<file path="config.mk">
export PLATFORM = sky130hd
export DESIGN_NAME = hntg_queue
export DESIGN_NICKNAME = d
export VERILOG_FILES = /design/src/hdl/hntg_pkg.sv /design/src/hdl/hntg_queue.sv
export SDC_FILE = /design/constraint.sdc
export NUM_CORES = 1
export LEC_CHECK = 0
export BUFFER_PORTS_ARGS = -buffer_cell sky130_fd_sc_hd__buf_4
export CAP_MARGIN = 20
export CORE_MARGIN = 5
export CORE_UTILIZATION = 40
export DETAILED_ROUTE_END_ITERATION = 10
export HOLD_SLACK_MARGIN = 0.08
export PLACE_DENSITY = 0.74
export SYNTH_ARGS = -nofsm -noshare
export SYNTH_HDL_FRONTEND = slang
export SYNTH_SLANG_ARGS = --single-unit
</file>
<file path="constraint.sdc">
create_clock -name i_clk -period 2.1 [get_ports i_clk]
set_input_delay 0.42 -clock i_clk [delete_from_list [all_inputs] [get_ports i_clk]]
set_output_delay 0.42 -clock i_clk [all_outputs]
set_load 0.05 [all_outputs]
</file>
<file path="src/hdl/hntg_pkg.sv">
// hntg_pkg: shared types, constants and helpers for the hash noise terrain grid
// holds the queue word layout, the result word layout and the back end state type
// no dependencies
package hntg_pkg;

    // grid limits
    localparam int MAX_WIDTH  = 256;
    localparam int MAX_HEIGHT = 256;

    // field widths
    localparam int COL_W  = 8;
    localparam int ROW_W  = 8;
    localparam int SIZE_W = 9;
    localparam int ID_W   = 17;
    localparam int WORD_W = 64;

    localparam logic [SIZE_W-1:0] MAX_W_SZ = SIZE_W'(MAX_WIDTH);
    localparam logic [SIZE_W-1:0] MAX_H_SZ = SIZE_W'(MAX_HEIGHT);

    // mixer constants
    localparam logic [WORD_W-1:0] MIX_X      = 64'h9E37_79B9_7F4A_7C15;
    localparam logic [WORD_W-1:0] MIX_A      = 64'hBF58_476D_1CE4_E5B9;
    localparam logic [WORD_W-1:0] MIX_Y      = 64'h94D0_49BB_1331_11EB;
    localparam logic [WORD_W-1:0] SPAWN_SALT = 64'hA5B3_5705_893B_9ADF;
    localparam int                SHIFT_A    = 30;
    localparam int                SHIFT_B    = 31;

    // configuration register indexes
    typedef logic [2:0] t_cfg_idx;
    localparam t_cfg_idx CFG_SEED        = 3'd0;
    localparam t_cfg_idx CFG_SOIL_THR    = 3'd1;
    localparam t_cfg_idx CFG_SPAWN_DENS  = 3'd2;
    localparam t_cfg_idx CFG_GRID_WIDTH  = 3'd3;
    localparam t_cfg_idx CFG_GRID_HEIGHT = 3'd4;

    // result kinds
    localparam logic KIND_CELL     = 1'b0;
    localparam logic KIND_FALLBACK = 1'b1;

    // queue between front and back
    localparam int Q_DEPTH = 2;
    localparam int Q_AW    = $clog2(Q_DEPTH);

    typedef struct packed {
        logic [COL_W-1:0]  x;
        logic [ROW_W-1:0]  y;
        logic [SIZE_W-1:0] w;
        logic              fresh;
        logic              grid_end;
    } t_cell_req;

    typedef struct packed {
        logic             kind;
        logic [ID_W-1:0]  cell_id;
        logic [COL_W-1:0] cell_x;
        logic [ROW_W-1:0] cell_y;
        logic             soil;
        logic             spawn;
        logic             link_left;
        logic             link_up;
        logic             grid_end;
        logic             last;
    } t_cell_res;

    typedef enum logic [2:0] {
        B_IDLE,
        B_MIX,
        B_MUL0,
        B_MUL1,
        B_MUL2,
        B_FIN,
        B_EVAL,
        B_FALLBACK
    } t_back_state;

    // zero reads as one, above the limit saturates
    function automatic logic [SIZE_W-1:0] clamp_size(input logic [SIZE_W-1:0] v,
                                                     input logic [SIZE_W-1:0] lim);
        logic [SIZE_W-1:0] r;
        if (v == '0) begin
            r = SIZE_W'(1);
        end else if (v > lim) begin
            r = lim;
        end else begin
            r = v;
        end
        return r;
    endfunction

endpackage

</file>
<file path="src/hdl/hntg_queue.sv">
// hntg_queue: short fifo of cell requests between front and back
// lets the front keep accepting while the back works or stalls
// depends on hntg_pkg
module hntg_queue
    import hntg_pkg::*;
(
    input  logic      i_clk,
    input  logic      i_rst_n,
    input  logic      i_push,
    input  t_cell_req i_req,
    input  logic      i_pop,
    output t_cell_req o_head,
    output logic      o_full,
    output logic      o_empty
);

    t_cell_req       r_mem [Q_DEPTH];
    logic [Q_AW-1:0] r_wp, r_rp;
    logic [Q_AW:0]   r_count;

    assign o_head  = r_mem[r_rp];
    assign o_full  = r_count == (Q_AW+1)'(Q_DEPTH);
    assign o_empty = r_count == '0;

    always_ff @(posedge i_clk) begin
        if (!i_rst_n) begin
            r_wp    <= '0;
            r_rp    <= '0;
            r_count <= '0;
        end else begin
            if (i_push) begin
                r_wp <= (r_wp == Q_AW'(Q_DEPTH - 1)) ? '0 : r_wp + Q_AW'(1);
            end
            if (i_pop) begin
                r_rp <= (r_rp == Q_AW'(Q_DEPTH - 1)) ? '0 : r_rp + Q_AW'(1);
            end
            r_count <= r_count + (Q_AW+1)'(i_push) - (Q_AW+1)'(i_pop);
        end
    end

    always_ff @(posedge i_clk) begin
        if (i_push) begin
            r_mem[r_wp] <= i_req;
        end
    end

    pop_not_empty: assert property (@(posedge i_clk) disable iff (!i_rst_n)
        i_pop |-> !o_empty)
        else $error("pop from empty queue");

endmodule

</file>
==> impl_metrics.yaml <==
timing:
  worst_slack_ns: 0.2521
  finalClockSkew_ns: 0.007744
  finalCritPeriodShare_pct: 88.00
  setup_viol: 0
  hold_viol_final: 0
  period_needed_ns: 1.848
  worst_slew_pin_slew_ns: 0.2641
  setup_tns_ns: 0
  fmax_ghz: 0.5412
  holdWs_ns: 0.2857
  report.final.slew_viol_count: 0
  maxSlewHeadroom_pct: 82.39
  rsz0062_at_grt: "false"
route:
  route.met3.wl_um: 333
  dr_wl_met2_um: 2140
  viasPerCell: 4.471
  drt-met1-wl_um: 1430
  vias: 1140
  dr.pass1.iters: 4
  top_layer: "met4"
  drcViolationCount: 0
  postRouteAntennaNets: 0
  wl_um: 3956
  drt-initial-drc-count: 70
  wire_per_inst_um: 15.51
final_layout:
  num_antenna_cells: 0
  synthToLayoutAreaGrowth_pct: 30.49
  fin_nets: 211
  drive_gt1_share_pct: 58.47
clock_network:
  cts_buffers: 9
  cts_setup_buffers: 0
  path_clk_slew_ns: 0.07
  htreeDepth: 3
  postCtsHoldBufs: 0
  clockBufferDepth: 2
  insertion_delay_ns: 0.32
  cts.sinks: 59
  cts_root_buffer: "clkbuf_8"
  cts_resized: 0
  cts_tree: "built"
yosys:
  synth_fp_nets: 138
  synth_area_sq_mm: 0.002277
  syn_inst: 105
  synth_cell_types: 14
  synth-seq-cells: 59
  synth_seq_area_share_pct: 75.60
  syn_area_per_cell_sq_um: 21.69
  yosysWarnings: 0
worst_setup_path:
  worstRegToRegCells: 6
  cp.arrival_ns: 1.43
  cp-start-kind: "flip-flop"
  r2r_setup_slack_ns: 0.89
  crit_fanout: 14
  reg2reg_to: "r_count[1]"
  critical_path_class: "flip-flop to primary output"
  r2r_start: "r_count[0]"
  worstSetupEndpoint: "o_head[13]"
  worstPathRequired_ns: 1.68
  end_kind: "primary output"
outcome:
  status: "finished clean"
placement:
  dp_slack_ns: 0.5733
  io_buffers: 59
  place.gp.congestion: 0.7054
  dp.final_hpwl_um: 2878
grt:
  grt_pass1_wl_um: 6141
  grt_max_degree: 15
  grt_overflow_total: 0
  grt_pass1_vias: 1284
  grt_antenna_before_repair: 0
  grt_usage_pct: 11.51
flow_run:
  cap_violations: 0
floorplan:
  core_area_sq_mm: 0.005507
  die_h_um: 85.45
  io_pins: 60
  num_rows: 27
  die_w_um: 85.45
  die_area_sq_mm: 0.007302
  start_util_pct: 41.35
pwr:
  peakVddDrop_mv: 0.5540
  p_leak_nw: 1.193
  power.total_mw: 2.806
  p_per_area_mw_per_mm2: 944.3
worst_hold_path:
  hp-class: "primary input to flip-flop"
-- how the worst min path moves through the flow --
stage	start	endpoint	slack, ns	cells past startpoint
finish	i_req[0]	r_mem[1][0]	0.29	1
detailed placement	r_rp	flip-flop	0.58	2
CTS	i_req[0]	r_mem[0][0]	0.26	1
global placement	r_rp	r_rp	0.57	2
floorplan	i_req[0]	r_mem[0][0]	0.52	0
global route	i_req[0]	r_mem[1][0]	0.25	1
-- per-layer routing --
metal	GRT usage [%]	up-vias
met3	5.437	4
li1	-	545
met5	0	-
met4	5.612	0
met1	11.13	546
met2	20.41	45
-- synth_stat cells --
cell type | count | area, sq um
inv_1 | 2 | 7.510
buf_6 | 1 | 11.26
and2_1 | 4 | 25.02
mux2_2 | 7 | 78.83
edfxtp_1 | 54 | 1622
nor2_1 | 1 | 3.750
nor2b_1 | 4 | 25.02
o21a_1 | 1 | 7.510
buf_12 | 2 | 40.04
dfxtp_1 | 5 | 100.1
ha_1 | 2 | 25.02
mux2_4 | 20 | 300.3
xnor3_1 | 1 | 22.52
xor2_1 | 1 | 8.760
-- kinds of logic after synthesis --
logic type | share of synthesized area, %
XOR/XNOR | 1.374
multiplexers | 16.65
buffers and inverters | 2.583
flip-flops | 75.60
AO/OA/AOI/OAI | 0.3298
AND/OR/NAND/NOR | 2.362
adder cells (fa/ha/maj) | 1.099
-- registers in the layout, summed over array words and instances, names as in the netlist, named ones only --
register,flops
r_count,2
r_mem,54
r_rp,1
r_wp,1
-- through the flow --
stage / utilization (%) / instances / cell area, sq um
3_5_place_dp: 50.99 / 239 / 2808
3_3_place_gp: 50.99 / 239 / 2808
6_report: 53.96 / 255 / 2972
5_1_grt: 53.96 / 255 / 2972
4_1_cts: 53.96 / 255 / 2972
2_1_floorplan: - / 105 / 2280
-- cell type report --
cell class / instances / area [sq um]
inverters: 2 / 7.507
fillers: 438 / 2535
flip-flops and latches: 59 / 1723
clock inverters: 4 / 18.77
repair buffers: 65 / 488.0
multi-input cells: 41 / 499.2
well taps: 72 / 90.09
clock buffers: 12 / 145.1
-- layout by cell type (no fill, tap or decap), drive strengths merged, types with 2 or more instances in the layout --
cell type,count
edfxtp,54
nor2b,4
clkinv,4
and2,4
clkbuf,12
ha,2
dfxtp,5
mux2,27
inv,2
buf,65
-- worst max-delay path, stage by stage (launching register included) --
cell and delay, ns:
dfxtp_2 0.32, buf_4 0.26, mux2_4 0.33, buf_4 0.19
-- power breakdown --
group | switching (mW) | leakage [nW] | internal [mW]
combinational | 0.353 | 0.557 | 0.235
sequential | 0.0216 | 0.549 | 1.36
clock | 0.389 | 0.0876 | 0.450
Power figures use the tool's default switching activity.
