**config.mk**
```make
export PLATFORM = sky130hd
export DESIGN_NAME = hntg_back
export DESIGN_NICKNAME = d
export VERILOG_FILES = /design/src/hdl/hntg_pkg.sv /design/src/hdl/hntg_back.sv
export SDC_FILE = /design/constraint.sdc
export NUM_CORES = 2
export LEC_CHECK = 0
export BUFFER_PORTS_ARGS = -buffer_cell sky130_fd_sc_hd__buf_2
export CAP_MARGIN = 20
export CORE_MARGIN = 4
export CORE_UTILIZATION = 35
export DETAILED_ROUTE_END_ITERATION = 16
export GPL_TIMING_DRIVEN = 0
export SETUP_SLACK_MARGIN = 0.4
export SYNTH_ARGS = -nofsm -noshare
export SYNTH_HDL_FRONTEND = slang
export SYNTH_SLANG_ARGS = --single-unit
export TNS_END_PERCENT = 20
```
**constraint.sdc**
```tcl
create_clock -name i_clk -period 22.6 [get_ports i_clk]
set_input_delay 3.39 -clock i_clk [delete_from_list [all_inputs] [get_ports i_clk]]
set_output_delay 3.39 -clock i_clk [all_outputs]
set_load 0.02 [all_outputs]
```
**src/hdl/hntg_pkg.sv**
```systemverilog
// hntg_pkg: shared types, constants and helpers for the hash noise terrain grid
// holds the queue word layout, the result word layout and the back end state type
// no dependencies
package hntg_pkg;

    // grid limits
    localparam int MAX_WIDTH  = 256;
    localparam int MAX_HEIGHT = 256;

    // field widths
    localparam int COL_W  = 8;
    localparam int ROW_W  = 8;
    localparam int SIZE_W = 9;
    localparam int ID_W   = 17;
    localparam int WORD_W = 64;

    localparam logic [SIZE_W-1:0] MAX_W_SZ = SIZE_W'(MAX_WIDTH);
    localparam logic [SIZE_W-1:0] MAX_H_SZ = SIZE_W'(MAX_HEIGHT);

    // mixer constants
    localparam logic [WORD_W-1:0] MIX_X      = 64'h9E37_79B9_7F4A_7C15;
    localparam logic [WORD_W-1:0] MIX_A      = 64'hBF58_476D_1CE4_E5B9;
    localparam logic [WORD_W-1:0] MIX_Y      = 64'h94D0_49BB_1331_11EB;
    localparam logic [WORD_W-1:0] SPAWN_SALT = 64'hA5B3_5705_893B_9ADF;
    localparam int                SHIFT_A    = 30;
    localparam int                SHIFT_B    = 31;

    // configuration register indexes
    typedef logic [2:0] t_cfg_idx;
    localparam t_cfg_idx CFG_SEED        = 3'd0;
    localparam t_cfg_idx CFG_SOIL_THR    = 3'd1;
    localparam t_cfg_idx CFG_SPAWN_DENS  = 3'd2;
    localparam t_cfg_idx CFG_GRID_WIDTH  = 3'd3;
    localparam t_cfg_idx CFG_GRID_HEIGHT = 3'd4;

    // result kinds
    localparam logic KIND_CELL     = 1'b0;
    localparam logic KIND_FALLBACK = 1'b1;

    // queue between front and back
    localparam int Q_DEPTH = 2;
    localparam int Q_AW    = $clog2(Q_DEPTH);

    typedef struct packed {
        logic [COL_W-1:0]  x;
        logic [ROW_W-1:0]  y;
        logic [SIZE_W-1:0] w;
        logic              fresh;
        logic              grid_end;
    } t_cell_req;

    typedef struct packed {
        logic             kind;
        logic [ID_W-1:0]  cell_id;
        logic [COL_W-1:0] cell_x;
        logic [ROW_W-1:0] cell_y;
        logic             soil;
        logic             spawn;
        logic             link_left;
        logic             link_up;
        logic             grid_end;
        logic             last;
    } t_cell_res;

    typedef enum logic [2:0] {
        B_IDLE,
        B_MIX,
        B_MUL0,
        B_MUL1,
        B_MUL2,
        B_FIN,
        B_EVAL,
        B_FALLBACK
    } t_back_state;

    // zero reads as one, above the limit saturates
    function automatic logic [SIZE_W-1:0] clamp_size(input logic [SIZE_W-1:0] v,
                                                     input logic [SIZE_W-1:0] lim);
        logic [SIZE_W-1:0] r;
        if (v == '0) begin
            r = SIZE_W'(1);
        end else if (v > lim) begin
            r = lim;
        end else begin
            r = v;
        end
        return r;
    endfunction

endpackage

```
**src/hdl/hntg_back.sv**
```systemverilog
// hntg_back: hashes each cell, tracks soil neighbours, best score and spawns
// uses one shared 32x32 multiplier and a 1-bit row memory; owns the output register
// depends on hntg_pkg
module hntg_back
    import hntg_pkg::*;
(
    input  logic              i_clk,
    input  logic              i_rst_n,
    input  logic [WORD_W-1:0] i_seed,
    input  logic [WORD_W-1:0] i_soil_thr,
    input  logic [WORD_W-1:0] i_spawn_dens,
    input  t_cell_req         i_head,
    input  logic              i_empty,
    output logic              o_pop,
    output logic              o_out_valid,
    input  logic              i_out_ready,
    output t_cell_res         o_out
);

    t_back_state r_state, n_state;

    // cell under work
    logic [COL_W-1:0]  r_x;
    logic [ROW_W-1:0]  r_y;
    logic [SIZE_W-1:0] r_w;
    logic [ID_W-1:0]   r_id;
    logic              r_end;
    logic [WORD_W-1:0] r_xm, r_ym;
    logic              r_pass;

    // hash datapath
    logic [WORD_W-1:0] r_m, r_p, r_raw, r_score;
    logic [31:0]       r_hi;

    // neighbour and tracking state
    logic              r_above_mem [MAX_WIDTH];
    logic              r_above_q;
    logic              r_left;
    logic [WORD_W-1:0] r_best_score;
    logic [COL_W-1:0]  r_best_x;
    logic [ROW_W-1:0]  r_best_y;
    logic              r_best_valid;
    logic              r_spawn_seen;

    logic              r_out_valid;
    t_cell_res         r_out;

    logic              out_free, load_fire, eval_fire, fb_fire;
    logic [WORD_W-1:0] salt_seed, v0, mixed, fin_sum, fin_hash;
    logic [31:0]       mul_a, mul_b;
    logic [WORD_W-1:0] mul_p;
    logic [ID_W-1:0]   fb_id;
    logic              soil, spawn, take_best, ss_n, bv_n, fallback, ll, lu;

    assign out_free    = !r_out_valid || i_out_ready;
    assign o_out_valid = r_out_valid;
    assign o_out       = r_out;
    assign o_pop       = load_fire;

    // next state
    always_comb begin
        n_state = r_state;
        case (r_state)
            B_IDLE:     if (!i_empty) n_state = B_MIX;
            B_MIX:      n_state = B_MUL0;
            B_MUL0:     n_state = B_MUL1;
            B_MUL1:     n_state = B_MUL2;
            B_MUL2:     n_state = B_FIN;
            B_FIN:      n_state = r_pass ? B_EVAL : B_MIX;
            B_EVAL:     if (out_free) n_state = fallback ? B_FALLBACK : B_IDLE;
            B_FALLBACK: if (out_free) n_state = B_IDLE;
            default:    n_state = B_IDLE;
        endcase
    end

    // control outputs
    always_comb begin
        load_fire = 1'b0;
        eval_fire = 1'b0;
        fb_fire   = 1'b0;
        case (r_state)
            B_IDLE:     load_fire = !i_empty;
            B_EVAL:     eval_fire = out_free;
            B_FALLBACK: fb_fire   = out_free;
            default:    ;
        endcase
    end

    // datapath
    always_comb begin
        salt_seed = r_pass ? (i_seed ^ SPAWN_SALT) : i_seed;
        v0        = salt_seed + r_xm;
        mixed     = v0 ^ (v0 >> SHIFT_A);

        // low 64 bits of m * MIX_A over three partial products
        mul_a = (r_state == B_MUL1) ? r_m[63:32] : r_m[31:0];
        mul_b = (r_state == B_MUL2) ? MIX_A[63:32] : MIX_A[31:0];
        mul_p = 64'(mul_a) * 64'(mul_b);

        fin_sum  = r_p + {r_hi, 32'b0} + r_ym;
        fin_hash = fin_sum ^ (fin_sum >> SHIFT_B);

        soil      = r_raw >= i_soil_thr;
        spawn     = soil && (r_score <= i_spawn_dens);
        take_best = soil && (!r_best_valid || (r_score > r_best_score));
        ss_n      = r_spawn_seen || spawn;
        bv_n      = r_best_valid || soil;
        fallback  = r_end && !ss_n && bv_n;
        ll        = soil && (r_x != '0) && r_left;
        lu        = soil && (r_y != '0) && r_above_q;

        // fallback id uses the width of the final cell
        fb_id = ID_W'(r_best_y) * ID_W'(r_w) + ID_W'(r_best_x) + ID_W'(2);
    end

    // control registers
    always_ff @(posedge i_clk) begin
        if (!i_rst_n) begin
            r_state      <= B_IDLE;
            r_out_valid  <= 1'b0;
            r_left       <= 1'b0;
            r_best_valid <= 1'b0;
            r_spawn_seen <= 1'b0;
            r_best_score <= '0;
            r_best_x     <= '0;
            r_best_y     <= '0;
        end else begin
            r_state <= n_state;
            if (eval_fire || fb_fire) begin
                r_out_valid <= 1'b1;
            end else if (i_out_ready) begin
                r_out_valid <= 1'b0;
            end
            if (load_fire && i_head.fresh) begin
                // new grid clears tracking
                r_left       <= 1'b0;
                r_best_valid <= 1'b0;
                r_spawn_seen <= 1'b0;
                r_best_score <= '0;
                r_best_x     <= '0;
                r_best_y     <= '0;
            end else if (eval_fire) begin
                r_left       <= soil;
                r_best_valid <= bv_n;
                r_spawn_seen <= ss_n;
                if (take_best) begin
                    r_best_score <= r_score;
                    r_best_x     <= r_x;
                    r_best_y     <= r_y;
                end
            end
        end
    end

    // payload registers
    always_ff @(posedge i_clk) begin
        if (load_fire) begin
            r_x    <= i_head.x;
            r_y    <= i_head.y;
            r_w    <= i_head.w;
            r_end  <= i_head.grid_end;
            r_id   <= ID_W'(i_head.y) * ID_W'(i_head.w) + ID_W'(i_head.x) + ID_W'(2);
            r_xm   <= MIX_X * WORD_W'(i_head.x);
            r_ym   <= MIX_Y * WORD_W'(i_head.y);
            r_pass <= 1'b0;
        end
        case (r_state)
            B_MIX:   r_m  <= mixed;
            B_MUL0:  r_p  <= mul_p;
            B_MUL1:  r_hi <= mul_p[31:0];
            B_MUL2:  r_hi <= r_hi + mul_p[31:0];
            B_FIN: begin
                if (r_pass) begin
                    r_score <= fin_hash;
                end else begin
                    r_raw  <= fin_hash;
                    r_pass <= 1'b1;
                end
            end
            default: ;
        endcase
        if (eval_fire) begin
            r_out.kind      <= KIND_CELL;
            r_out.cell_id   <= r_id;
            r_out.cell_x    <= r_x;
            r_out.cell_y    <= r_y;
            r_out.soil      <= soil;
            r_out.spawn     <= spawn;
            r_out.link_left <= ll;
            r_out.link_up   <= lu;
            r_out.grid_end  <= r_end;
            r_out.last      <= !fallback;
        end else if (fb_fire) begin
            r_out.kind      <= KIND_FALLBACK;
            r_out.cell_id   <= fb_id;
            r_out.cell_x    <= r_best_x;
            r_out.cell_y    <= r_best_y;
            r_out.soil      <= 1'b1;
            r_out.spawn     <= 1'b1;
            r_out.link_left <= 1'b0;
            r_out.link_up   <= 1'b0;
            r_out.grid_end  <= 1'b1;
            r_out.last      <= 1'b1;
        end
    end

    // soil flags of the previous row, one per column
    always_ff @(posedge i_clk) begin
        if (eval_fire) begin
            r_above_mem[r_x] <= soil;
        end
        if (load_fire) begin
            r_above_q <= r_above_mem[i_head.x];
        end
    end

    fallback_after_eval: assert property (@(posedge i_clk) disable iff (!i_rst_n)
        r_state == B_FALLBACK |-> $past(r_state) == B_EVAL || $past(r_state) == B_FALLBACK)
        else $error("fallback entered without a cell result");

    open_word_awaits_fallback: assert property (@(posedge i_clk) disable iff (!i_rst_n)
        r_out_valid && !r_out.last |-> r_state == B_FALLBACK)
        else $error("non-final word without pending fallback");

    eval_has_both_hashes: assert property (@(posedge i_clk) disable iff (!i_rst_n)
        r_state == B_EVAL |-> r_pass)
        else $error("evaluation before salted hash");

endmodule

```
==> metrics.txt <==
# TYPE chip_impl_metric gauge
chip_impl_info{name="result_of_the_run",value="completed"} 1
chip_impl_metric{name="drc_violation_count_after_routing",unit=""} 0
chip_impl_metric{name="fillers",unit=""} 25028
chip_impl_info{name="cts_tree",value="done"} 1
chip_impl_info{name="ys_top_cells_by_area",value="sky130_fd_sc_hd__edfxtp_1, sky130_fd_sc_hd__fa_1, sky130_fd_sc_hd__ha_1, sky130_fd_sc_hd__inv_1, sky130_fd_sc_hd__a21oi_1"} 1
chip_impl_metric{name="worst_pin_slew",unit="ps"} 1160
chip_impl_metric{name="boundaryPins",unit=""} 265
chip_impl_metric{name="synth_mux_area_frac",unit=""} 0.0259
chip_impl_metric{name="cts_setup_buffers",unit=""} 0
chip_impl_metric{name="num_rows",unit=""} 185
chip_impl_metric{name="die_h",unit="um"} 514
chip_impl_info{name="synth.most_common_cell",value="sky130_fd_sc_hd__inv_1"} 1
chip_impl_info{name="startpoint_type",value="register"} 1
chip_impl_metric{name="layout.nets",unit=""} 11493
chip_impl_metric{name="grt_antenna_before_repair",unit=""} 20
chip_impl_metric{name="clock.fmax",unit="GHz"} 0.0752
chip_impl_metric{name="critical_path_required",unit="ps"} 23020
chip_impl_info{name="synthFlopType",value="sky130_fd_sc_hd__edfxtp_1"} 1
chip_impl_metric{name="slew_headroom",unit=""} 0.219
chip_impl_metric{name="final_layout_size_suffix_gt1_frac",unit=""} 0.0674
chip_impl_metric{name="grt_max_degree",unit=""} 131
chip_impl_metric{name="portBuffers",unit=""} 264
chip_impl_metric{name="synthSimpleGateAreaFrac",unit=""} 0.0899
chip_impl_metric{name="postSynthRegisterBits",unit=""} 841
chip_impl_metric{name="synth_fa_ha_area_frac",unit=""} 0.380
chip_impl_metric{name="clk-insertion-delay-late",unit="ps"} 760
chip_impl_info{name="min_path_type",value="register to register"} 1
chip_impl_metric{name="post-route-period-util",unit=""} 0.588
chip_impl_metric{name="vias_per_cell",unit=""} 5.22
chip_impl_metric{name="grt_remaining_overflow",unit=""} 0
chip_impl_metric{name="post-route-min-period",unit="ps"} 13290
chip_impl_metric{name="timing.max_cap.violations",unit=""} 0
chip_impl_info{name="critPathCaptureType",value="register"} 1
chip_impl_metric{name="stdcell_count",unit=""} 12584
chip_impl_metric{name="combined_area_of_all_synthesized_cells",unit="um^2"} 89500
chip_impl_info{name="crit_type",value="register to register"} 1
chip_impl_metric{name="postCtsHoldBufs",unit=""} 0
chip_impl_metric{name="setup-violations-final",unit=""} 0
chip_impl_metric{name="worst_ep_arrival_time",unit="ps"} 13710
chip_impl_metric{name="design.core.area",unit="um^2"} 254000
chip_impl_metric{name="grt_util_all_layers",unit=""} 0.210
chip_impl_metric{name="grt_pass1_wl",unit="um"} 422000
chip_impl_metric{name="yosysUniqueCellTypes",unit=""} 89
chip_impl_metric{name="layout.core_utilization",unit=""} 0.390
chip_impl_metric{name="fp.dieW",unit="um"} 514
chip_impl_metric{name="total_of_cells_resized_after_clock_tree_synthesis",unit=""} 0
chip_impl_metric{name="cts.clk_slew.worst_paths",unit="ps"} 60
chip_impl_metric{name="ctsLongestPathBuffers",unit=""} 3
chip_impl_metric{name="synth-seq-area-share",unit=""} 0.272
chip_impl_metric{name="synth_area_in_compound_gates",unit=""} 0.108
chip_impl_metric{name="routed_wl",unit="um"} 281000
chip_impl_metric{name="dr.first_iter.drc_count",unit=""} 5430
chip_impl_metric{name="finalWeightedCongestion",unit=""} 0.958
chip_impl_metric{name="initial_utilization",unit=""} 0.352
chip_impl_metric{name="routed_wire_length_per_instance",unit="um"} 22.3
chip_impl_metric{name="per_instance_average_area_after_synthesis",unit="um^2"} 10.3
chip_impl_metric{name="synth.top_cell.area_share",unit=""} 0.252
chip_impl_info{name="yosys-top-cells-count",value="sky130_fd_sc_hd__inv_1, sky130_fd_sc_hd__ha_1, sky130_fd_sc_hd__fa_1"} 1
chip_impl_metric{name="h-tree-depth",unit=""} 3
chip_impl_metric{name="tritoncts.num_buffers",unit=""} 92
chip_impl_info{name="dominant_combinational_cell_family_by_area_after_synthesis",value="adder cells"} 1
chip_impl_info{name="setup_repair_after_global_routing_missed_its_margin",value="no"} 1
chip_impl_metric{name="crit_path_max_incr_delay",unit="ps"} 830
chip_impl_metric{name="design.die.area",unit="um^2"} 264000
chip_impl_metric{name="cts.sinks",unit=""} 841
chip_impl_info{name="critPathSlowestCell",value="sky130_fd_sc_hd__clkbuf_1"} 1
chip_impl_info{name="root_buffer",value="sky130_fd_sc_hd__clkbuf_16"} 1
chip_impl_metric{name="vias",unit=""} 65637
chip_impl_metric{name="areaGrowthSynthToFinish",unit="%"} 10.7
chip_impl_metric{name="highest_fanout_seen_on_the_critical_path",unit=""} 10
chip_impl_metric{name="timing_hold_violations_final",unit=""} 0
chip_impl_metric{name="maxSlewViolCount",unit=""} 0
chip_impl_metric{name="grt_pass1_vias",unit=""} 68366
chip_impl_metric{name="post-place-cells",unit=""} 12404
chip_impl_metric{name="count_of_mapped_cells_out_of_synthesis",unit=""} 8703
chip_impl_metric{name="post_synthesis_xor_xnor_area_fraction",unit=""} 0.0463
chip_impl_metric{name="dpl.hpwl",unit="um"} 235000
chip_impl_metric{name="yosysWarnings",unit=""} 0
chip_impl_metric{name="synthArstFlopShare",unit=""} 0
chip_impl_metric{name="post_synth_edffs",unit=""} 752
chip_impl_metric{name="detailedRoute.firstPassIterationCount",unit=""} 8
chip_impl_metric{name="route.antenna.remaining_nets",unit=""} 0
chip_impl_info{name="netlist.top_cell.by_area",value="sky130_fd_sc_hd__edfxtp_1"} 1
chip_impl_metric{name="final.setup_skew",unit="ps"} 87.2
==> registers in the layout, indices dropped and copies added, names as in the netlist, 9 cells and up <==
name          count
r_ym             63
r_p              64
r_raw            64
r_w               9
r_id             17
r_above_mem     256
r_best_score     64
r_xm             62
o_out            40
r_m              64
r_hi             32
r_score          64
==> final cells by class <==
class | instances | area, um^2 | area share
Multi-Input combinational cell | 6063 | 58400 | 0.589
Clock inverter | 57 | 855 | 0.00863
Inverter | 1542 | 5790 | 0.0585
Tap cell | 3366 | 4210 | 0.0425
Timing Repair Buffer | 307 | 1910 | 0.0193
Buffer | 289 | 1120 | 0.0113
Sequential cell | 841 | 24400 | 0.246
Antenna cell | 11 | 27.5 | 0.000278
Clock buffer | 108 | 2370 | 0.0240
==> routing by layer <==
metal | up-vias | track usage | part of all wire
met5 | - | 0 | 0.00024
met4 | 10 | 0.0726 | 0.037
met3 | 425 | 0.0381 | 0.077
met2 | 2399 | 0.340 | 0.46
met1 | 32685 | 0.285 | 0.43
li1 | 30118 | - | -
==> through the flow <==
stage / worst slack (ps) / hold WS, ps / area, um^2 / setup TNS (ps)
after global routing: 8720 / 494 / 99000 / 0
after CTS: 9570 / 476 / 98900 / 0
after global placement: -98.3 / 460 / 95100 / -98.3
after detailed placement: 9630 / 467 / 95700 / 0
after floorplan: 6440 / 433 / 89600 / 0
final: 9310 / 478 / 99000 / 0
==> path summary, 6_finish.rpt <==
| check | startpoint | end | slack, ps | depth (start not counted) |
|---|---|---|---|---|
| worst min register to register | o_out[39]$_SDFFE_PP0P_ | o_out[39]$_SDFFE_PP0P_ | 480 | 1 |
| worst max register to register | r_state[2]$_SDFFE_PN0P_ | r_hi[29]$_DFFE_PP_ | 9310 | 42 |
| worst min-delay path | o_out[39]$_SDFFE_PP0P_ | o_out[39]$_SDFFE_PP0P_ | 480 | 1 |
| worst max-delay path | r_state[2]$_SDFFE_PN0P_ | r_hi[29]$_DFFE_PP_ | 9310 | 42 |
==> cells by family after synthesis <==
logic type	count (synthesis)
XOR/XNOR	471
multiplexers	123
buffers and inverters	1831
AND/OR/NAND/NOR	1749
AO/OA/AOI/OAI	1552
flip-flops	841
adder cells (fa/ha/maj)	2134
other	2
==> cells in the final DEF (no fill, tap or decap), types with 18 or more instances in the layout <==
master	count
sky130_fd_sc_hd__a211oi_1	26
sky130_fd_sc_hd__a21o_1	291
sky130_fd_sc_hd__a21oi_1	531
sky130_fd_sc_hd__a31oi_1	38
sky130_fd_sc_hd__and2_1	91
sky130_fd_sc_hd__and3_1	31
sky130_fd_sc_hd__buf_2	270
sky130_fd_sc_hd__buf_6	21
sky130_fd_sc_hd__clkbuf_1	279
sky130_fd_sc_hd__clkbuf_16	92
sky130_fd_sc_hd__clkinv_1	21
sky130_fd_sc_hd__conb_1	34
sky130_fd_sc_hd__dfxtp_1	89
sky130_fd_sc_hd__edfxtp_1	752
sky130_fd_sc_hd__fa_1	977
sky130_fd_sc_hd__ha_1	1157
sky130_fd_sc_hd__inv_1	1534
sky130_fd_sc_hd__mux2_2	20
sky130_fd_sc_hd__mux4_2	85
sky130_fd_sc_hd__nand2_1	547
sky130_fd_sc_hd__nand2b_1	51
sky130_fd_sc_hd__nand3_1	179
sky130_fd_sc_hd__nand4_1	108
sky130_fd_sc_hd__nor2_1	534
sky130_fd_sc_hd__nor2b_1	55
sky130_fd_sc_hd__nor3_1	51
sky130_fd_sc_hd__o211ai_1	21
sky130_fd_sc_hd__o21a_1	48
sky130_fd_sc_hd__o21ai_0	331
sky130_fd_sc_hd__o21bai_1	67
sky130_fd_sc_hd__o31ai_1	33
sky130_fd_sc_hd__or2_2	22
sky130_fd_sc_hd__or3_1	18
sky130_fd_sc_hd__xnor2_1	280
sky130_fd_sc_hd__xor2_1	190
==> worst max-delay path: cells and delay by family, from the launching register on <==
family                   cells  cell delay [ps]
flip-flops                   1              310
XOR/XNOR                     2              760
AND/OR/NAND/NOR              6              990
AO/OA/AOI/OAI               13             3250
adder cells (fa/ha/maj)     10             3940
buffers and inverters       11             3660
Power is left out: the tool's default activity adds up to more than one toggle a clock period on the data nets, which glitch-free logic cannot reach.
