`config.mk`:
```
export PLATFORM = sky130hd
export DESIGN_NAME = hntg_front
export DESIGN_NICKNAME = d
export VERILOG_FILES = /design/src/hdl/hntg_pkg.sv /design/src/hdl/hntg_front.sv
export SDC_FILE = /design/constraint.sdc
export NUM_CORES = 1
export LEC_CHECK = 0
export ABC_AREA = 1
export BUFFER_PORTS_ARGS = -buffer_cell sky130_fd_sc_hd__buf_4
export CELL_PAD_IN_SITES_DETAIL_PLACEMENT = 1
export CELL_PAD_IN_SITES_GLOBAL_PLACEMENT = 2
export CORE_ASPECT_RATIO = 0.9
export CORE_MARGIN = 2
export CORE_UTILIZATION = 31
export CTS_CLUSTER_DIAMETER = 80
export DETAILED_ROUTE_END_ITERATION = 6
export PLACE_DENSITY_LB_ADDON = 0.1
export SYNTH_ARGS = -nofsm -noshare
export SYNTH_HDL_FRONTEND = slang
export SYNTH_SLANG_ARGS = --single-unit
```
`constraint.sdc`:
```
create_clock -name i_clk -period 15.1 [get_ports i_clk]
set_input_delay 3.775 -clock i_clk [delete_from_list [all_inputs] [get_ports i_clk]]
set_output_delay 3.775 -clock i_clk [all_outputs]
set_load 0.02 [all_outputs]
```
`src/hdl/hntg_pkg.sv`:
```
// hntg_pkg: shared types, constants and helpers for the hash noise terrain grid
// holds the queue word layout, the result word layout and the back end state type
// no dependencies
package hntg_pkg;

    // grid limits
    localparam int MAX_WIDTH  = 256;
    localparam int MAX_HEIGHT = 256;

    // field widths
    localparam int COL_W  = 8;
    localparam int ROW_W  = 8;
    localparam int SIZE_W = 9;
    localparam int ID_W   = 17;
    localparam int WORD_W = 64;

    localparam logic [SIZE_W-1:0] MAX_W_SZ = SIZE_W'(MAX_WIDTH);
    localparam logic [SIZE_W-1:0] MAX_H_SZ = SIZE_W'(MAX_HEIGHT);

    // mixer constants
    localparam logic [WORD_W-1:0] MIX_X      = 64'h9E37_79B9_7F4A_7C15;
    localparam logic [WORD_W-1:0] MIX_A      = 64'hBF58_476D_1CE4_E5B9;
    localparam logic [WORD_W-1:0] MIX_Y      = 64'h94D0_49BB_1331_11EB;
    localparam logic [WORD_W-1:0] SPAWN_SALT = 64'hA5B3_5705_893B_9ADF;
    localparam int                SHIFT_A    = 30;
    localparam int                SHIFT_B    = 31;

    // configuration register indexes
    typedef logic [2:0] t_cfg_idx;
    localparam t_cfg_idx CFG_SEED        = 3'd0;
    localparam t_cfg_idx CFG_SOIL_THR    = 3'd1;
    localparam t_cfg_idx CFG_SPAWN_DENS  = 3'd2;
    localparam t_cfg_idx CFG_GRID_WIDTH  = 3'd3;
    localparam t_cfg_idx CFG_GRID_HEIGHT = 3'd4;

    // result kinds
    localparam logic KIND_CELL     = 1'b0;
    localparam logic KIND_FALLBACK = 1'b1;

    // queue between front and back
    localparam int Q_DEPTH = 2;
    localparam int Q_AW    = $clog2(Q_DEPTH);

    typedef struct packed {
        logic [COL_W-1:0]  x;
        logic [ROW_W-1:0]  y;
        logic [SIZE_W-1:0] w;
        logic              fresh;
        logic              grid_end;
    } t_cell_req;

    typedef struct packed {
        logic             kind;
        logic [ID_W-1:0]  cell_id;
        logic [COL_W-1:0] cell_x;
        logic [ROW_W-1:0] cell_y;
        logic             soil;
        logic             spawn;
        logic             link_left;
        logic             link_up;
        logic             grid_end;
        logic             last;
    } t_cell_res;

    typedef enum logic [2:0] {
        B_IDLE,
        B_MIX,
        B_MUL0,
        B_MUL1,
        B_MUL2,
        B_FIN,
        B_EVAL,
        B_FALLBACK
    } t_back_state;

    // zero reads as one, above the limit saturates
    function automatic logic [SIZE_W-1:0] clamp_size(input logic [SIZE_W-1:0] v,
                                                     input logic [SIZE_W-1:0] lim);
        logic [SIZE_W-1:0] r;
        if (v == '0) begin
            r = SIZE_W'(1);
        end else if (v > lim) begin
            r = lim;
        end else begin
            r = v;
        end
        return r;
    endfunction

endpackage

```
`src/hdl/hntg_front.sv`:
```
// hntg_front: raster position tracking for the terrain grid
// accepts input words and pushes one cell request per word into the queue
// depends on hntg_pkg
module hntg_front
    import hntg_pkg::*;
(
    input  logic              i_clk,
    input  logic              i_rst_n,
    input  logic              i_in_valid,
    input  logic              i_restart,
    input  logic [SIZE_W-1:0] i_grid_w,
    input  logic [SIZE_W-1:0] i_grid_h,
    input  logic              i_q_full,
    output logic              o_in_ready,
    output logic              o_push,
    output t_cell_req         o_req
);

    logic [COL_W-1:0]  r_col, n_col;
    logic [ROW_W-1:0]  r_row, n_row;
    logic              r_fresh_next, n_fresh_next;

    logic [SIZE_W-1:0] w, h;
    logic [COL_W-1:0]  col0, col1, x;
    logic [ROW_W-1:0]  row0, y;
    logic [SIZE_W-1:0] row1;
    logic              wrap, ovf, grid_end;
    logic [SIZE_W-1:0] x_inc, y_inc;

    // nothing is taken while reset is held
    assign o_in_ready = i_rst_n && !i_q_full;
    assign o_push     = i_in_valid && o_in_ready;

    always_comb begin
        w    = clamp_size(i_grid_w, MAX_W_SZ);
        h    = clamp_size(i_grid_h, MAX_H_SZ);
        col0 = i_restart ? '0 : r_col;
        row0 = i_restart ? '0 : r_row;
        // width shrunk under the current column: go to the next row
        wrap = {1'b0, col0} >= w;
        col1 = wrap ? '0 : col0;
        row1 = {1'b0, row0} + SIZE_W'(wrap);
        // height shrunk under the current row: new grid
        ovf  = row1 >= h;
        x    = ovf ? '0 : col1;
        y    = ovf ? '0 : row1[ROW_W-1:0];

        x_inc    = {1'b0, x} + SIZE_W'(1);
        y_inc    = {1'b0, y} + SIZE_W'(1);
        grid_end = (x_inc >= w) && (y_inc >= h);

        o_req.x        = x;
        o_req.y        = y;
        o_req.w        = w;
        o_req.fresh    = i_restart || ovf || r_fresh_next;
        o_req.grid_end = grid_end;

        n_col        = r_col;
        n_row        = r_row;
        n_fresh_next = r_fresh_next;
        if (o_push) begin
            n_fresh_next = grid_end;
            if (grid_end) begin
                n_col = '0;
                n_row = '0;
            end else if (x_inc >= w) begin
                n_col = '0;
                n_row = y_inc[ROW_W-1:0];
            end else begin
                n_col = x_inc[COL_W-1:0];
                n_row = y;
            end
        end
    end

    always_ff @(posedge i_clk) begin
        if (!i_rst_n) begin
            r_col        <= '0;
            r_row        <= '0;
            r_fresh_next <= 1'b1;
        end else begin
            r_col        <= n_col;
            r_row        <= n_row;
            r_fresh_next <= n_fresh_next;
        end
    end

endmodule

```
==> results of run 1 <==
layout make-up:
class	count	area [sq um]	area share
Timing Repair Buffer	51	383	0.126
Sequential cell	17	340	0.112
Clock buffer	3	41.3	0.0136
Clock inverter	1	7.51	0.00247
Tap cell	99	124	0.0408
Multi-Input combinational cell	314	1830	0.605
Inverter	81	304	0.100
cell usage after synthesis:
library cell,number
a21boi_4,1
a21oi_1,24
xor2_2,1
a21o_1,1
nor2_1,43
nor3_1,4
dfxtp_1,17
nor2_2,7
nand2_4,1
o21bai_1,2
nand3_2,2
nand3_4,2
buf_4,1
ha_1,39
o32ai_1,1
o21ai_1,5
nand3b_1,2
clkbuf_1,2
or3_1,1
nor2_8,1
o22ai_1,2
nand2_1,117
a211oi_1,1
o21a_1,1
a21oi_2,1
nand2_2,2
nand4_1,11
buf_2,3
xor2_1,4
nor3_2,1
nand4_2,1
xnor2_1,1
nand3_1,23
inv_2,6
inv_1,75
nor4_1,3
o21ai_0,9
cell families (layout without fill, tap and decap cells):
logic type,Yosys count,after routing,synth area share
buffers and inverters,87,136,0.133
DFF,17,17,0.136
AOI/OAI and AO/OA,48,48,0.110
adders and majority gates,39,39,0.195
and+or+nand+nor,221,221,0.402
xor gates and xnor gates,6,6,0.0239
placed cells by master (no fill, tap or decap), types with 2 or more instances in the layout:
cell type,n
nand2_1,117
inv_1,75
buf_4,51
nor2_1,43
ha_1,39
a21oi_1,24
nand3_1,23
dfxtp_1,17
nand4_1,11
o21ai_0,9
nor2_2,7
inv_2,6
o21ai_1,5
nor3_1,4
xor2_1,4
nor4_1,3
clkbuf_8,3
nand3b_1,2
o21bai_1,2
nand2_2,2
nand3_2,2
nand3_4,2
o22ai_1,2
stage by stage:
step           instance area [sq um]  cells
2_1_floorplan                   2510    418
4_1_cts                         3030    566
3_3_place_gp                    2990    562
3_5_place_dp                    2990    562
6_report                        3030    566
5_1_grt                         3030    566
tightest hold or removal path, delay by kind of cell (launching register included):
family,cells,cell delay (ns)
flops,1,0.32
simple gates,2,0.11
power breakdown:
part / switching [W] / total [W] / internal [W]
clock: 0.0000191 / 0.0000378 / 0.0000186
sequential: 0.000000618 / 0.0000465 / 0.0000458
combinational: 0.0000286 / 0.0000448 / 0.0000162
per-layer routing:
metal / share of wire / vias up / global-route usage
met4: 0.0017 / 0 / 0.0149
met5: 0 / - / 0
met3: 0.046 / 2 / 0.0274
li1: - / 1441 / -
met2: 0.37 / 56 / 0.277
met1: 0.58 / 1273 / 0.325
state kept, by name, summed over array words and instances (netlist names):
register	flops
r_fresh_next	1
r_col	8
r_row	8
worst max-delay path by stage:
stage	depth (start not counted)	startpoint	to
after detailed placement	41	i_grid_w[6]	o_req[0]
after CTS	41	i_grid_w[6]	o_req[0]
after global placement	41	i_grid_w[6]	o_req[0]
after global routing	41	i_grid_w[6]	o_req[0]
after floorplan	40	i_grid_w[6]	o_req[0]
final	41	i_grid_w[6]	o_req[0]
==> impl_metrics.tcl, run 1 <==
set metrics [dict create \
    max_slew_margin 0.640 \
    cts_resized 0 \
    drt_iter0_drc 95 \
    vias 2772 \
    numCtsBuffers 3 \
    rrSetupSlack_ns 8.37 \
    critPathMaxStageDelay_ns 0.37 \
    p_per_area_nw_per_um2 42.5 \
    cts_root_buffer "clkbuf_8" \
    holdPathStages 2 \
    htree_levels 1 \
    postCtsHoldBufs 0 \
    grt_pass1_wl_um 13900 \
    slew_violations 0 \
    overflow 0 \
    dieArea_sq_um 8830 \
    worst_setup_path_start_kind "input pin" \
    antenna_left 0 \
    clock_latency_ns 0.26 \
    core_area_sq_um 7950 \
    postCtsSetupBuffers 0 \
    layout_min_cycle_time_ns 14.21 \
    grtUsageTotal 0.198 \
    postLayoutCoreUtil 0.382 \
    clk_path_buf_depth 2 \
    ys_seq_elements 17 \
    leakage_nw 1.72 \
    synth_nets 480 \
    p_total_w 0.000129 \
    run_status "finished, final reports clean" \
    crit_buf_inv 7 \
    hp-start "r_row[6]" \
    crit_fanout 10 \
    preCtsSetupSlack_ns 0.814 \
    cp-end-kind "output pin" \
    finalNetCount 530 \
    dieHeight_um 89.3 \
    cts.sinks 17 \
    r2r_cells 38 \
    yosys.area.top_type "ha_1" \
    avgRoutedWirePerCell_um 14.9 \
    wl_um 8410 \
    worstSetupPathType "input pin to output pin" \
    worstHoldEndpoint "r_row[6]" \
    grt_max_degree 13 \
    fillCellCount 1090 \
    boundaryPins 52 \
    first_pass_iters 4 \
    globalplace.congestion 0.803 \
    hold_viol 0 \
    via_per_inst 4.90 \
    arrival_ns 10.43 \
    finalCritPeriodShare 0.941 \
    reg2reg_to "r_row[5]" \
    worstPathRequired_ns 11.32 \
    max_freq_ghz 0.0704 \
    antenna_found_initial 0 \
    critical_path.top_delay_family "simple AND/OR/NAND/NOR gates" \
    setup_violations 0 \
    drive_above_1_share 0.173 \
    yosys_warnings 0 \
    fin_setup_tns_ns 0 \
    die_width_um 98.8 \
    worstMarginPinSlew_ns 0.538 \
    cpMaxStageDelayCell "a21oi_1" \
    numPortBuffers 51 \
    yosysUniqueCellTypes 37 \
    synth_top_area_frac 0.195 \
    start_util 0.315 \
    fin_worst_skew_ns 0.00762 \
    ir_drop_mv 0.0211 \
    hp-class "flop to flop" \
    yosysSeqAreaShare 0.136 \
    syn-cell-area_sq_um 2510 \
    clk_pin_slew_ns 0.08 \
    area_growth_pct 20.9 \
    first_global_vias 2665 \
    rsz0062_at_grt "false" \
    crit_path_frequent_cell "nand2_1" \
    antenna-diode-count 0 \
    fin_ws_ns 0.891 \
    fp-row-count 31 \
    drv_cap 0 \
    postSynthCellCount 418 \
    hold_ws_ns 0.463 \
    r2r_start "r_col[6]" \
    cts_tree "built" \
    avgSynthCellArea_sq_um 6.00 \
    dp_hpwl_um 7350 \
    drc 0 \
    synth.area.top_cells "ha_1 19%, nand2_1 18%, dfxtp_1 14%" \
]
Note: power is estimated with default switching activity, not from simulation.
==> run 2: changes to the inputs <==
--- a/config.mk
+++ b/config.mk
@@ -11,7 +11,7 @@
 export CELL_PAD_IN_SITES_GLOBAL_PLACEMENT = 2
 export CORE_ASPECT_RATIO = 0.9
 export CORE_MARGIN = 2
-export CORE_UTILIZATION = 31
+export CORE_UTILIZATION = 29
 export CTS_CLUSTER_DIAMETER = 80
 export DETAILED_ROUTE_END_ITERATION = 6
 export PLACE_DENSITY_LB_ADDON = 0.1
==> constraint.sdc (replaced) <==
create_clock -name i_clk -period 13.5 [get_ports i_clk]
set_input_delay 3.375 -clock i_clk [delete_from_list [all_inputs] [get_ports i_clk]]
set_output_delay 3.375 -clock i_clk [all_outputs]
set_load 0.02 [all_outputs]
==> run 2 against run 1 <==
Compared with the run above: total power is 10% higher; sequential cell count stayed put; via count is 1.3% lower; first-iteration DRC count is 6.3% higher; sequential share of layout area is 0.18 points lower; critical path type unchanged; largest cell class unchanged.
==> impl_metrics.tcl, run 2 (synthesized netlist as in run 1, its figures left out) <==
set metrics [dict create \
    run_status "finished, final reports clean" \
    grt_pass1_wl_um 13900 \
    drt_iter0_drc 101 \
    max_freq_ghz 0.0787 \
    max_slew_margin 0.635 \
    boundaryPins 52 \
    hp-class "flop to flop" \
    leakage_nw 1.74 \
    numCtsBuffers 3 \
    avgRoutedWirePerCell_um 14.4 \
    drv_cap 0 \
    first_global_vias 2760 \
    power.share.clock 0.281 \
    finalCritPeriodShare 0.941 \
    globalplace.congestion 0.791 \
    seq_power_share 0.365 \
    core_area_sq_um 8490 \
    postCtsHoldBufs 0 \
    finalNetCount 533 \
    grt_max_degree 13 \
    overflow 0 \
    dieHeight_um 92.2 \
    fp-row-count 32 \
    clock_latency_ns 0.25 \
    dp_hpwl_um 7500 \
    start_util 0.296 \
    critPathMaxStageDelay_ns 0.31 \
    reg_top3 "r_col x8, r_row x8, r_fresh_next x1" \
    power_frac_comb 0.355 \
    slew_violations 0 \
    drc 0 \
    crit_fanout 10 \
    p_per_area_nw_per_um2 46.2 \
    fin_ws_ns 0.798 \
    die_width_um 102 \
    stdcell_area_sq_um 3080 \
    worst_setup_path_start_kind "input pin" \
    fin_setup_tns_ns 0 \
    layout_common_cells "117 x nand2_1, 75 x inv_1, 54 x buf_4" \
    htree_levels 1 \
    cts_tree "built" \
    area_growth_pct 22.9 \
    cp-end-kind "output pin" \
    vias 2736 \
    p_int_w 0.0000906 \
    first_pass_iters 4 \
    numPortBuffers 51 \
    place_area_sq_um 3030 \
    preCtsSetupSlack_ns 0.668 \
    p_sw_w 0.0000519 \
    clk_pin_slew_ns 0.07 \
    setup_violations 0 \
    hold_viol 0 \
    worstPathRequired_ns 10.12 \
    grtUsageTotal 0.187 \
    dieArea_sq_um 9410 \
    layout_commonest_cell "nand2_1" \
    layout_min_cycle_time_ns 12.70 \
    switching_share 0.364 \
    via_per_inst 4.65 \
    fin_worst_skew_ns 0.00164 \
    rsz0062_at_grt "false" \
    antenna-diode-count 0 \
    cpMaxStageDelayCell "ha_1" \
    fillCellCount 1177 \
    arrival_ns 9.33 \
    antenna_left 0 \
    worstMarginPinSlew_ns 0.545 \
    drive_above_1_share 0.181 \
    wl_um 8460 \
    postCtsSetupBuffers 0 \
    crit_path_frequent_cell "nand2_1" \
    clk_path_buf_depth 2 \
    cts.sinks 17 \
    ir_drop_mv 0.0398 \
    worstSetupPathType "input pin to output pin" \
    antenna_found_initial 0 \
    cts_root_buffer "clkbuf_8" \
    postLayoutCoreUtil 0.363 \
]
==> run 2: cell count changes in the layout (fill, tap and decap cells not counted), sizes merged <==
| cell | change |
|---|---|
| clkinvlp | -1 |
| buf | +3 |
| clkinv | +1 |
==> run 2: worst paths after layout <==
kind                             startpoint       end  slack [ns]  cells after the start
worst min register to register     r_row[6]  r_row[6]        0.46                      2
worst min-delay path               r_row[6]  r_row[6]        0.46                      2
worst max-delay path            i_grid_w[6]  o_req[0]        0.80                     42
worst max register to register     r_col[4]  r_row[5]        7.37                     36
==> run 2: critical path: cells and delay by family <==
family	cells	cell delay (ns)
and+or+nand+nor	27	3.54
adders and majority gates	5	1.31
buffers and inverters	8	0.70
AOI/OAI and AO/OA	2	0.39
==> run 2: repair_timing <==
action / 4_1_cts / 5_1_grt
resized for setup: 0 / 1
endpoints found under the setup margin: 0 / 1
hold endpoints to repair: 0 / 0
==> run 2: routing by layer <==
metal / GRT usage / up-vias / part of all wire
met5: 0 / - / 0
met4: 0.0133 / 0 / 0.0022
met3: 0.0206 / 2 / 0.035
met2: 0.256 / 42 / 0.38
met1: 0.316 / 1248 / 0.58
li1: - / 1444 / -
==> run 2: power groups by stage <==
stage	Sequential, W	Clock, W	Combinational [W]
after detailed placement	0.0000531	0	0.0000508
after global routing	0.0000521	0.0000441	0.0000571
final	0.0000520	0.0000400	0.0000506
after global placement	0.0000531	0	0.0000503
after CTS	0.0000519	0.0000415	0.0000510
after floorplan	0.0000529	0	0.0000307
==> run 2: metrics by stage <==
stage	cells	power, W	hold WS [ns]
after detailed placement	585	0.000104	0.450
after CTS	589	0.000144	0.465
after global placement	585	0.000103	0.443
final	589	0.000143	0.460
after floorplan	418	0.0000836	0.426
after global routing	589	0.000153	0.493
==> run 2: area by class of cell <==
cell class              count  area [sq um]  area share
well taps                 119           149      0.0483
flip-flops and latches     17           340       0.110
clock buffers               3          41.3      0.0134
repair buffers             54           405       0.131
multi-input cells         314          1840       0.596
inverters                  81           304      0.0986
clock inverters             1          5.00     0.00162
==> run 3: changes to the inputs <==
--- a/config.mk
+++ b/config.mk
@@ -14,7 +14,7 @@
 export CORE_UTILIZATION = 29
 export CTS_CLUSTER_DIAMETER = 80
 export DETAILED_ROUTE_END_ITERATION = 6
-export PLACE_DENSITY_LB_ADDON = 0.1
+export PLACE_DENSITY_LB_ADDON = 0.3
 export SYNTH_ARGS = -nofsm -noshare
 export SYNTH_HDL_FRONTEND = slang
 export SYNTH_SLANG_ARGS = --single-unit
==> run 3 against run 2 <==
Compared with the run above: first-iteration DRC count is 15% higher; maximum frequency is 0.19% lower; cell count stayed put; count of clock-buffer cells in the layout stayed put; critical path depth is 1 lower; highest routed layer unchanged.
==> impl_metrics.tcl, run 3 (synthesized netlist as in run 1, its figures left out) <==
set metrics [dict create \
    clk_path_buf_depth 2 \
    worstMarginPinSlew_ns 0.473 \
    drc 0 \
    cp-end-kind "output pin" \
    p_int_w 0.0000909 \
    dieHeight_um 92.2 \
    cts_tree "built" \
    drv_cap 0 \
    hold_viol 0 \
    place_area_sq_um 3030 \
    globalplace.congestion 0.816 \
    drt_iter0_drc 116 \
    max_slew_margin 0.684 \
    leakage_nw 1.74 \
    worst_setup_path_start_kind "input pin" \
    layout_commonest_cell "nand2_1" \
    grt_pass1_wl_um 13600 \
    grt_max_degree 13 \
    cts_root_buffer "clkbuf_8" \
    stdcell_area_sq_um 3090 \
    crit_fanout 4 \
    critPathMaxStageDelay_ns 0.36 \
    layout_common_cells "117 x nand2_1, 75 x inv_1, 54 x buf_4" \
    seq_power_share 0.362 \
    overflow 0 \
    rsz0062_at_grt "false" \
    core_area_sq_um 8490 \
    antenna_found_initial 0 \
    antenna-diode-count 0 \
    clk_pin_slew_ns 0.08 \
    wl_um 8340 \
    clock_latency_ns 0.26 \
    arrival_ns 9.35 \
    avgRoutedWirePerCell_um 14.2 \
    p_sw_w 0.0000526 \
    cpMaxStageDelayCell "or3_1" \
    max_freq_ghz 0.0786 \
    cts.sinks 17 \
    ir_drop_mv 0.0320 \
    numCtsBuffers 3 \
    vias 2739 \
    reg_top3 "r_col x8, r_row x8, r_fresh_next x1" \
    drive_above_1_share 0.181 \
    finalCritPeriodShare 0.943 \
    finalNetCount 533 \
    power.share.clock 0.284 \
    layout_min_cycle_time_ns 12.73 \
    grtUsageTotal 0.185 \
    p_per_area_nw_per_um2 46.5 \
    start_util 0.296 \
    crit_path_frequent_cell "nand2_1" \
    fin_worst_skew_ns 0.00454 \
    dieArea_sq_um 9410 \
    setup_violations 0 \
    run_status "finished, final reports clean" \
    dp.cells 585 \
    worstSetupPathType "input pin to output pin" \
    switching_share 0.367 \
    dp_hpwl_um 7360 \
    boundaryPins 52 \
    first_global_vias 2682 \
    htree_levels 1 \
    fin_setup_tns_ns 0 \
    area_growth_pct 23.0 \
    hp-class "flop to flop" \
    power_frac_comb 0.354 \
    fp-row-count 32 \
    first_pass_iters 4 \
    antenna_left 0 \
    numPortBuffers 51 \
    via_per_inst 4.65 \
    die_width_um 102 \
    slew_violations 0 \
    worstPathRequired_ns 10.12 \
    finalNonFillerCells 589 \
]
-- run 3: cell types whose count changed in the layout (fill, tap and decap cells not counted) --
cell	change
clkinv_2	-1
clkinvlp_4	+1
-- run 3: cell type report --
class                           count  area, sq um
Fill cell                        1178         5400
Multi-Input combinational cell    314         1840
Timing Repair Buffer               54          405
Sequential cell                    17          340
Inverter                           81          304
Tap cell                          119          149
Clock buffer                        3         41.3
Clock inverter                      1         7.51
-- run 3: worst paths after layout --
check / from / endpoint / slack [ns] / depth (start not counted)
setup / recovery: i_grid_w[6] / o_req[0] / 0.77 / 41
hold / removal: r_fresh_next / r_fresh_next / 0.46 / 2
setup reg to reg: r_col[4] / r_col[6] / 7.25 / 35
hold reg to reg: r_fresh_next / r_fresh_next / 0.46 / 2
-- run 3: timing repair --
item                                    4_1_cts  5_1_grt
hold buffers                                  0        0
hold endpoints to repair                      0        0
buffers inserted                              0        0
endpoints found under the setup margin        0        1
resized for setup                             0        1
-- run 3: power groups by stage --
stage | Combinational (W) | Clock [W] | Sequential (W)
after floorplan | 0.0000307 | 0 | 0.0000529
after global placement | 0.0000501 | 0 | 0.0000531
after detailed placement | 0.0000509 | 0 | 0.0000531
after CTS | 0.0000512 | 0.0000424 | 0.0000520
after global routing | 0.0000572 | 0.0000456 | 0.0000521
final | 0.0000507 | 0.0000408 | 0.0000520
-- run 3: per-layer routing --
layer  track usage  up-vias  wire [um]
met5             0        -          0
met4        0.0233        0         35
met3        0.0198        2        285
met2         0.263       40       3330
met1         0.301     1256       4680
li1              -     1441          -
-- run 3: critical path: cells and delay by family --
family | cells | cell delay (ns)
buf+inv | 7 | 0.54
compound gates | 1 | 0.24
fa+ha+maj | 5 | 1.33
simple gates | 28 | 3.83
-- run 3: stage by stage --
step	util	worst slack (ns)	hold slack [ns]	total power [W]
2_1_floorplan	-	0.938	0.426	0.0000836
3_3_place_gp	0.357	0.541	0.447	0.000103
3_5_place_dp	0.357	0.590	0.450	0.000104
4_1_cts	0.363	0.529	0.464	0.000146
5_1_grt	0.364	0.0678	0.482	0.000155
6_report	0.364	0.774	0.462	0.000143
